File: config.mk
export PLATFORM = sky130hd
export DESIGN_NAME = keyed_slot_table
export DESIGN_NICKNAME = d
export VERILOG_FILES = /design/src/hw/rtl/kst_pkg.sv /design/src/hw/rtl/kst_cell.sv /design/src/hw/rtl/keyed_slot_table.sv
export SDC_FILE = /design/constraint.sdc
export NUM_CORES = 2
export LEC_CHECK = 0
export BUFFER_PORTS_ARGS = -buffer_cell sky130_fd_sc_hd__buf_2
export CAP_MARGIN = 5
export CORE_UTILIZATION = 65
export CTS_CLUSTER_DIAMETER = 200
export CTS_CLUSTER_SIZE = 25
export DETAILED_ROUTE_END_ITERATION = 10
export GPL_TIMING_DRIVEN = 0
export PLACE_DENSITY = 0.82
export SLEW_MARGIN = 10
export SYNTH_ARGS = -nofsm -noshare
export SYNTH_HDL_FRONTEND = slang
export SYNTH_SLANG_ARGS = --single-unit
File: constraint.sdc
create_clock -name aclk -period 6.86 [get_ports aclk]
set_input_delay 1.372 -clock aclk [delete_from_list [all_inputs] [get_ports aclk]]
set_output_delay 1.372 -clock aclk [all_outputs]
set_load 0.01 [all_outputs]
File: src/hw/rtl/kst_pkg.sv
// ----------------------------------------------------------------------------
// kst_pkg: shared types and codes for the keyed slot table
// Request and result words, the search token that walks the cell row, the
// commit bundle that updates one slot, and the controller states.
// ----------------------------------------------------------------------------
package kst_pkg;

    // Wide enough for any table size up to 256 slots
    localparam int SLOT_IDX_W = 8;

    localparam logic [1:0] REQ_ADD    = 2'd0;
    localparam logic [1:0] REQ_FIND   = 2'd1;
    localparam logic [1:0] REQ_REMOVE = 2'd2;

    localparam logic [1:0] STATUS_OK   = 2'd0;
    localparam logic [1:0] STATUS_DUP  = 2'd1;
    localparam logic [1:0] STATUS_FULL = 2'd2;
    localparam logic [1:0] STATUS_MISS = 2'd3;

    typedef struct packed {
        logic [1:0]  req_type;
        logic [15:0] key;
        logic [31:0] entry_value;
    } kst_req_t;

    typedef struct packed {
        logic [1:0]  status;
        logic        hit;
        logic [31:0] found_value;
        logic [3:0]  slot_index;
    } kst_resp_t;

    // Search token handed from cell to cell
    typedef struct packed {
        logic                  active;
        logic                  match;
        logic [SLOT_IDX_W-1:0] match_idx;
        logic [31:0]           match_value;
        logic                  free;
        logic [SLOT_IDX_W-1:0] free_idx;
    } kst_tok_t;

    // Slot update broadcast by the controller
    typedef struct packed {
        logic                  wr_en;
        logic                  clr_en;
        logic [SLOT_IDX_W-1:0] idx;
        logic [15:0]           key;
        logic [31:0]           value;
    } kst_commit_t;

    typedef enum logic [1:0] {
        ST_IDLE,
        ST_SCAN,
        ST_RESP
    } kst_state_t;

endpackage

File: src/hw/rtl/kst_cell.sv
// ----------------------------------------------------------------------------
// kst_cell: one slot of the keyed slot table
// Holds a valid mark, key and value handle. Updates the passing search token
// with the first key match and the first empty slot, and registers it for
// the next cell.
// ----------------------------------------------------------------------------
module kst_cell #(
    parameter int CELL_IDX = 0
) (
    input  logic                aclk,
    input  logic                aresetn,
    input  logic [15:0]         search_key,
    input  kst_pkg::kst_commit_t commit,
    input  kst_pkg::kst_tok_t   tok_in,
    output kst_pkg::kst_tok_t   tok_out
);

    localparam logic [kst_pkg::SLOT_IDX_W-1:0] MY_IDX = kst_pkg::SLOT_IDX_W'(CELL_IDX);

    logic              valid_reg, valid_next;
    logic [15:0]       key_reg;
    logic [31:0]       value_reg;
    kst_pkg::kst_tok_t tok_reg, tok_next;
    logic              sel;

    assign sel = (commit.idx == MY_IDX);

    // Fold this slot into the token
    always_comb begin
        tok_next = tok_in;
        if (tok_in.active && !tok_in.match && valid_reg && key_reg == search_key) begin
            tok_next.match       = 1'b1;
            tok_next.match_idx   = MY_IDX;
            tok_next.match_value = value_reg;
        end
        if (tok_in.active && !tok_in.free && !valid_reg) begin
            tok_next.free     = 1'b1;
            tok_next.free_idx = MY_IDX;
        end
    end

    // Apply a fill or a free aimed at this slot
    always_comb begin
        valid_next = valid_reg;
        if (commit.wr_en && sel) begin
            valid_next = 1'b1;
        end else if (commit.clr_en && sel) begin
            valid_next = 1'b0;
        end
    end

    // Advance the valid mark and the token
    always_ff @(posedge aclk) begin
        if (!aresetn) begin
            valid_reg <= 1'b0;
            tok_reg   <= '0;
        end else begin
            valid_reg <= valid_next;
            tok_reg   <= tok_next;
        end
    end

    // Payload: no reset
    always_ff @(posedge aclk) begin
        if (commit.wr_en && sel) begin
            key_reg   <= commit.key;
            value_reg <= commit.value;
        end
    end

    assign tok_out = tok_reg;

endmodule

File: src/hw/rtl/keyed_slot_table.sv
// ----------------------------------------------------------------------------
// keyed_slot_table: fixed table of keyed slots with add, find and remove
// A request launches a search token down a row of slot cells, one cell per
// cycle; the controller then answers and updates at most one slot.
//
//   channel  dir  word        handshake
//   s_       in   kst_req_t   s_valid / s_ready
//   m_       out  kst_resp_t  m_valid / m_ready
//
// Requests: a new request is taken only once the previous token has walked
// the whole cell row and its result word has been loaded for output.
// Reset: aresetn (synchronous, active low) empties every slot at once.
// Stalls: a held result blocks only the answer of the next request; the
// next request is taken while the previous word waits on m_ready.
// ----------------------------------------------------------------------------
module keyed_slot_table #(
    parameter int TABLE_SLOTS = 16
) (
    input  logic               aclk,
    input  logic               aresetn,
    input  logic               s_valid,
    output logic               s_ready,
    input  kst_pkg::kst_req_t  s_data,
    output logic               m_valid,
    input  logic               m_ready,
    output kst_pkg::kst_resp_t m_data
);

    kst_pkg::kst_state_t  state_reg, state_next;
    kst_pkg::kst_tok_t    tok_chain [TABLE_SLOTS+1];
    kst_pkg::kst_tok_t    start_tok_reg, start_tok_next;
    kst_pkg::kst_tok_t    end_tok_reg;
    kst_pkg::kst_req_t    req_reg;
    kst_pkg::kst_resp_t   resp;
    kst_pkg::kst_resp_t   m_data_reg;
    kst_pkg::kst_commit_t commit;
    logic                 m_valid_reg, m_valid_next;
    logic                 s_accept, out_free, capture, respond;
    logic [TABLE_SLOTS:0] tok_act;

    assign s_ready  = (state_reg == kst_pkg::ST_IDLE);
    assign s_accept = s_valid && s_ready;
    assign out_free = !m_valid_reg || m_ready;
    assign capture  = (state_reg == kst_pkg::ST_SCAN) && tok_chain[TABLE_SLOTS].active;
    assign respond  = (state_reg == kst_pkg::ST_RESP) && out_free;

    // Launch a fresh token in the cycle after accept, once the key is latched
    always_comb begin
        start_tok_next             = '0;
        start_tok_next.active      = s_accept;
    end

    assign tok_chain[0] = start_tok_reg;

    // Row of slot cells
    for (genvar i = 0; i < TABLE_SLOTS; i++) begin : g_cell
        kst_cell #(
            .CELL_IDX (i)
        ) u_cell (
            .aclk       (aclk),
            .aresetn    (aresetn),
            .search_key (req_reg.key),
            .commit     (commit),
            .tok_in     (tok_chain[i]),
            .tok_out    (tok_chain[i+1])
        );
    end

    for (genvar j = 0; j <= TABLE_SLOTS; j++) begin : g_act
        assign tok_act[j] = tok_chain[j].active;
    end

    // Decide the answer and the slot update from the finished token
    always_comb begin
        resp   = '0;
        commit = '0;
        commit.key   = req_reg.key;
        commit.value = req_reg.entry_value;
        case (req_reg.req_type)
            kst_pkg::REQ_ADD: begin
                if (end_tok_reg.match) begin
                    resp.status = kst_pkg::STATUS_DUP;
                end else if (!end_tok_reg.free) begin
                    resp.status = kst_pkg::STATUS_FULL;
                end else begin
                    resp.status     = kst_pkg::STATUS_OK;
                    resp.slot_index = end_tok_reg.free_idx[3:0];
                    commit.wr_en    = respond;
                    commit.idx      = end_tok_reg.free_idx;
                end
            end
            kst_pkg::REQ_FIND: begin
                if (end_tok_reg.match) begin
                    resp.status      = kst_pkg::STATUS_OK;
                    resp.hit         = 1'b1;
                    resp.found_value = end_tok_reg.match_value;
                    resp.slot_index  = end_tok_reg.match_idx[3:0];
                end else begin
                    resp.status = kst_pkg::STATUS_MISS;
                end
            end
            kst_pkg::REQ_REMOVE: begin
                if (end_tok_reg.match) begin
                    resp.status     = kst_pkg::STATUS_OK;
                    resp.slot_index = end_tok_reg.match_idx[3:0];
                    commit.clr_en   = respond;
                    commit.idx      = end_tok_reg.match_idx;
                end else begin
                    resp.status = kst_pkg::STATUS_MISS;
                end
            end
            default: begin
                resp = '0;
            end
        endcase
    end

    // Controller next state and output register control
    always_comb begin
        state_next   = state_reg;
        m_valid_next = m_valid_reg;
        if (m_valid_reg && m_ready) begin
            m_valid_next = 1'b0;
        end
        case (state_reg)
            kst_pkg::ST_IDLE: begin
                if (s_accept) begin
                    state_next = kst_pkg::ST_SCAN;
                end
            end
            kst_pkg::ST_SCAN: begin
                if (capture) begin
                    state_next = kst_pkg::ST_RESP;
                end
            end
            kst_pkg::ST_RESP: begin
                if (respond) begin
                    m_valid_next = 1'b1;
                    state_next   = kst_pkg::ST_IDLE;
                end
            end
            default: begin
                state_next = kst_pkg::ST_IDLE;
            end
        endcase
    end

    always_ff @(posedge aclk) begin
        if (!aresetn) begin
            state_reg     <= kst_pkg::ST_IDLE;
            m_valid_reg   <= 1'b0;
            start_tok_reg <= '0;
        end else begin
            state_reg     <= state_next;
            m_valid_reg   <= m_valid_next;
            start_tok_reg <= start_tok_next;
        end
    end

    // Hold request, captured token and result word
    always_ff @(posedge aclk) begin
        if (s_accept) begin
            req_reg <= s_data;
        end
        if (capture) begin
            end_tok_reg <= tok_chain[TABLE_SLOTS];
        end
        if (respond) begin
            m_data_reg <= resp;
        end
    end

    assign m_valid = m_valid_reg;
    assign m_data  = m_data_reg;

    // At most one search token in the row at any time
    a_one_token: assert property (@(posedge aclk) disable iff (!aresetn)
        $onehot0(tok_act))
        else $error("more than one search token in flight");

    // A token leaves the row only while the controller waits for it
    a_token_in_scan: assert property (@(posedge aclk) disable iff (!aresetn)
        tok_chain[TABLE_SLOTS].active |-> state_reg == kst_pkg::ST_SCAN)
        else $error("token left the row outside a scan");

    // Fill and free never target a slot in the same cycle
    a_commit_excl: assert property (@(posedge aclk) disable iff (!aresetn)
        !(commit.wr_en && commit.clr_en))
        else $error("fill and free in one cycle");

    // Updates land inside the table
    a_commit_range: assert property (@(posedge aclk) disable iff (!aresetn)
        (commit.wr_en || commit.clr_en) |-> (int'(commit.idx) < TABLE_SLOTS))
        else $error("slot update beyond the table");

    // A new result word is loaded only when the output stage is free
    a_no_overwrite: assert property (@(posedge aclk) disable iff (!aresetn)
        (m_valid_reg && !m_ready) |=> $stable(m_data_reg))
        else $error("held result word overwritten");

endmodule
Word-level counts from Yosys, hierarchy flattened
Cells that the tools add are included.
{"block": "word_totals", "word_cells": 541, "input_bits": 54, "output_inout_bits": 41, "register_bits": 1793}
{"block": "classes", "n_eq_ne": 38, "n_bitwise": 1, "n_mux": 88, "reduce_logical": 220}
{"cell": "$mux W41", "n": 16}
{"cell": "$eq A16 B16 Y1", "n": 16}
{"cell": "$mux W9", "n": 17}
{"cell": "$logic_and A1 B1 Y1", "n": 116}
{"cell": "$reduce_or A2 Y1", "n": 33}
{"cell": "$eq A8 B4 Y1 const B", "n": 8}
{"cell": "$logic_not A1 Y1", "n": 49}
{"cell": "$mux W1", "n": 39}
{"cell": "$mux W37", "n": 1}
{"cell": "$eq A8 B3 Y1 const B", "n": 4}
{"cell": "$reduce_bool A2 Y1", "n": 16}
{"cell": "$eq A8 B2 Y1 const B", "n": 2}
{"cell": "$mux W8", "n": 2}
{"cell": "$pmux W8 S2", "n": 1}
{"cell": "$mux W2", "n": 6}
{"cell": "$mux W4", "n": 3}
{"cell": "$pmux W4 S3", "n": 1}
{"cell": "$eq A8 B1 Y1 const B", "n": 1}
{"cell": "$logic_not A8 Y1", "n": 1}
{"cell": "$pmux W2 S3", "n": 1}
{"cell": "$eq A2 B1 Y1 const B", "n": 2}
{"cell": "$eq A2 B2 Y1 const B", "n": 2}
{"cell": "$logic_not A2 Y1", "n": 2}
{"cell": "$ne A2 B2 Y1 const B", "n": 2}
{"cell": "other kinds (6)", "n": 6}

Logic depth before layout (Yosys ltp)
{"block": "logic_depth", "word_depth": 9, "mapped_depth": 9, "depth_no_buf": 7}

Cells and area by module
Synthesis repeated with hierarchy kept, for this count alone.
{"block": "hier_totals", "hier_cells": 4626, "hier_area_um2": 61627.9}
{"module": "kst_cell at g_cell[10].u_cell ...", "cells_each": 273, "area_each_um2": 3545.9, "seq_area_each_um2": 2482.4, "n_inst": 8}
{"module": "kst_cell at g_cell[11].u_cell ...", "cells_each": 276, "area_each_um2": 3564.7, "seq_area_each_um2": 2482.4, "n_inst": 4}
{"module": "kst_cell at g_cell[12].u_cell ...", "cells_each": 274, "area_each_um2": 3545.9, "seq_area_each_um2": 2482.4, "n_inst": 2}
{"module": "keyed_slot_table", "cells_each": 244, "area_each_um2": 4883.4, "seq_area_each_um2": 4254.1, "n_inst": 1}
{"module": "kst_cell at g_cell[15].u_cell", "cells_each": 277, "area_each_um2": 3528.4, "seq_area_each_um2": 2482.4, "n_inst": 1}
{"module": "kst_cell at g_cell[0].u_cell", "cells_each": 269, "area_each_um2": 3498.4, "seq_area_each_um2": 2482.4, "n_inst": 1}

Worst setup path after synthesis
Ideal clock, no wire load.
{"block": "synth_timing", "path_kind": "input-to-reg", "from": "input port m_ready", "to": "register g_cell[4].u_cell.key_reg[0] (enable)", "arrival_time_ns": 4.162, "path_stages": 4, "path_slack_ns": 2.244, "setup_ns": 0.454, "required_time_ns": 6.406, "path_buffers": 0, "cell_sequence": "nor2b_1 -> nor4_1 -> nand3_1 -> nor2_1"}
{"block": "synth_between", "elab_chain_cells": 6}
{"element": "start: declaration", "line_no": "keyed_slot_table.sv:25", "source": "input logic m_ready,"}
{"element": "$logic_or A1 B1 Y1", "line_no": "keyed_slot_table.sv:43", "source": "assign out_free = !m_valid_reg || m_ready;"}
{"element": "$logic_and A1 B1 Y1", "line_no": "keyed_slot_table.sv:45", "source": "assign respond = (state_reg == kst_pkg::ST_RESP) && out_free;"}
{"element": "$mux W1", "line_no": "keyed_slot_table.sv:83", "source": "end else if (!end_tok_reg.free) begin"}
{"element": "$mux W1", "line_no": "keyed_slot_table.sv:81", "source": "if (end_tok_reg.match) begin"}
{"element": "$mux W1", "line_no": "keyed_slot_table.sv:79", "source": "case (req_reg.req_type)"}
{"element": "$logic_and A1 B1 Y1", "line_no": "kst_cell.sv:65", "source": "if (commit.wr_en && sel) begin"}
{"element": "end signal: assignment", "line_no": "kst_cell.sv:66", "source": "key_reg <= commit.key;"}
{"element": "end: declaration", "line_no": "kst_cell.sv:21", "source": "logic [15:0] key_reg;"}
Every way passes these cells.
A chain may end at the register's enable or synchronous reset.

Worst setup path after layout
{"block": "layout_timing", "from": "register req_reg, in the netlist commit[42]", "to": "register g_cell[11].u_cell.tok_reg, in the netlist g_cell[11].u_cell.tok_out[13]"}
{"block": "layout_between", "elab_chain_cells": 3}
{"element": "start: declaration", "line_no": "keyed_slot_table.sv:33", "source": "kst_pkg::kst_req_t req_reg;"}
{"element": "start signal: assignment", "line_no": "keyed_slot_table.sv:163", "source": "req_reg <= s_data;"}
{"element": "$eq A16 B16 Y1", "line_no": "kst_cell.sv:31", "source": "if (tok_in.active && !tok_in.match && valid_reg && key_reg == search_key) begin"}
{"element": "$logic_and A1 B1 Y1", "line_no": "kst_cell.sv:31"}
{"element": "$mux W41", "line_no": "kst_cell.sv:31"}
{"element": "end signal: assignment", "line_no": "kst_cell.sv:59", "source": "tok_reg <= tok_next;"}
{"element": "end: declaration", "line_no": "kst_cell.sv:23", "source": "kst_pkg::kst_tok_t tok_reg, tok_next;"}
Every way passes these cells.

==> flow_summary.ini <==
[outcome]
outcome = completed

[drt]
via_count = 34840
drc = 0
dr.pass1.iters = 6
drt.antenna.violating_nets = 0
wl_um = 136200
routed_via_density = 6.312
drt_iter0_markers = 4366
avgRoutedWirePerCell_um = 24.68

[grt]
grt_antenna_before_repair = 3
grt_max_degree = 41
grt_pass1_vias = 33530
grt-ovfl-total = 0
grt_usage_pct = 31.65
grt_pass1_wl_um = 201100

[synth]
synth_warnings = 0
synth_edf_count = 899
synth-async-reset-ratio_pct = 0
syn-cell-area_um2 = 54890
syn_nets = 4250
ys.flop_type = edfxtp_1
netlist_instances = 4192
seq_area_frac_synth_pct = 73.91
syn_avg_cell_area_um2 = 13.09
synth.distinct_cells = 48
ys_ff_latch = 1577

[place]
port_buffers = 93
detailed_place_hpwl_um = 91550
dp.cells = 5384
place_area_um2 = 57200
gp_congestion = 0.9286

[final_layout]
largest_register_ff_count = 658
final_cell_area_um2 = 59390
multi_input_area_um2 = 12800
final_cell_mix = edfxtp_1, dfxtp_1, a21oi_1, nand3_1, o21ai_0
drive_gt1_share_pct = 7.905
syn_to_final_growth_pct = 8.197
seq_area_um2 = 40570
layout.nets = 4438
fill_cells = 5375
final_cells = 5520
final_common_cell = edfxtp_1
n_antenna_cell = 0

[cts]
clk_pin_slew_ns = 0.10
clkSinkCount = 1577
htree_levels = 3
clk_latency_ns = 0.68
clockBufferDepth = 3
cts-resized-gates = 0
holdBufCountCts = 0
cts_tree = yes
cts_buffers = 73
root_buffer = clkbuf_16
cts_setup_buffers = 0

[power]
design_power_total_uw = 15420
leakagePower_uw = 0.01924
peakVddDrop_v = 0.0002509
intPower_uw = 12190
power_frac_comb_pct = 2.2
sequentialPowerShare_pct = 65.6
clkPwrFrac_pct = 32.2
power_switching_uw = 3229
switching_share_pct = 20.94
power_density_nw_per_um2 = 259.7

[die]
die_h_um = 292.6
io-pin-count = 95
dieArea_um2 = 85610
die_x_um = 292.6
initial_utilization_pct = 65.69
coreArea_um2 = 83560
rows = 106

[worst_setup_path]
crit_fanout = 17
required_ns = 7.39
reg2reg_from = commit[42]$_DFFE_PP_
cp.arrival_ns = 4.93
critPathKind = reg2reg
crit_chain = buf_2 > buf_4 > xor2_1 > nor4_1 > nand4_1 > clkbuf_1 > o21ai_0 > a21oi_1
cp-end-kind = flip-flop
start_kind = flip-flop
crit_buf_inv = 3
startpoint = commit[42]$_DFFE_PP_
cp_top_family = simple AND/OR/NAND/NOR gates
slowest_delay_ns = 0.91
cp_slowest_cell = edfxtp_1
ff2ff_setup_slack_ns = 2.47

[timing]
finalCritPeriodShare_pct = 64.02
final_max_slew_viol_count = 0
setup_tns_ns = 0
hold_violations = 0
post-route-min-period_ns = 4.392
finalSetupViolCount = 0
tightestPinTransition_ns = 1.470
slew_headroom_pct = 2.012
rsz0062_at_grt = false
fmax_ghz = 0.2277
skew_ns = 0.02663

[flow_run]
drv_cap = 0

[min_path]
min_path_type = reg2reg
hold_start = g_cell[15].u_cell.tok_out[38]$_SDFF_PN0_
-- worst reg2reg max path, stage by stage (launching register included) --
cell	delay, ns
edfxtp_1	0.91
buf_2	0.42
buf_4	0.32
xor2_1	0.11
nor4_1	0.80
nand4_1	0.74
clkbuf_1	0.37
o21ai_0	0.48
a21oi_1	0.12
-- power by group through the flow --
| stage | logic (uW) | clock network (uW) | registers (uW) |
|---|---|---|---|
| 3_5_place_dp | 327 | 0 | 10300 |
| 5_1_grt | 355 | 5290 | 10100 |
| 2_1_floorplan | 201 | 0 | 10200 |
| 6_report | 336 | 4970 | 10100 |
| 4_1_cts | 329 | 4970 | 10100 |
| 3_3_place_gp | 313 | 0 | 10300 |
-- area by class of cell --
type                    instances  area share (%)
multi-input cells            2263           21.56
clock inverters                 6          0.1685
flip-flops and latches       1577           68.31
inverters                      30          0.1896
repair buffers                113           1.449
clock buffers                 129           3.501
well taps                    1080           2.275
plain buffers                 322           2.551
-- Yosys cell counts (5+ instances only) --
master    count  area share, %
dfxtp_1     678             25
buf_6        18           0.37
nand3_1     505            4.6
nor3_1       17           0.15
and3b_1      15           0.24
nor2_1      114           0.78
and2_2       12           0.16
nor3b_1       9           0.12
buf_4         7          0.096
edfxtp_1    899             49
nand4b_1      5          0.080
and3_1       61           0.70
o21ai_0     491            4.5
xnor2_1      76            1.2
nor4_1       43           0.49
nand2_1      58           0.40
clkbuf_1    201            1.4
a21oi_1     519            4.7
inv_1        30           0.21
xor2_1      178            2.8
o21a_1       40           0.55
buf_2        92           0.84
nand4_1      20           0.23
and2_1       64           0.73
-- metal layers --
layer  vias up  share of wire, %  GRT usage [%]
met4         0               4.9          14.75
met1     17050                37          41.40
met5         -                 0              0
met2      1950                49          53.20
met3       363               8.8          3.839
li1      15480                 -              -
-- stage by stage --
stage | setup slack [ns] | hold WS [ns] | util (%)
2_1_floorplan | 2.244 | 0.3855 | -
3_3_place_gp | 0.1776 | 0.3862 | 67.87
3_5_place_dp | 2.421 | 0.3887 | 68.46
4_1_cts | 2.700 | 0.4067 | 71.07
5_1_grt | 2.430 | 0.4112 | 71.08
6_report | 2.469 | 0.4046 | 71.08
-- kinds of logic after synthesis --
kind of cell / synth area share, %
mux: 0.02051
simple gates: 8.967
xor+xnor: 4.112
fa+ha+maj: 0.09118
buf+inv: 2.965
flops: 73.91
compound gates: 9.936
-- path summary, 6_finish.rpt --
| check | endpoint | depth (start not counted) |
|---|---|---|
| hold / removal | end_tok_reg[38]$_DFFE_PP_ | 0 |
| setup reg to reg | g_cell[11].u_cell.tok_out[13]$_SDFF_PN0_ | 8 |
| setup / recovery | g_cell[11].u_cell.tok_out[13]$_SDFF_PN0_ | 8 |
| hold reg to reg | end_tok_reg[38]$_DFFE_PP_ | 0 |
(Power assumes the default switching activity.)
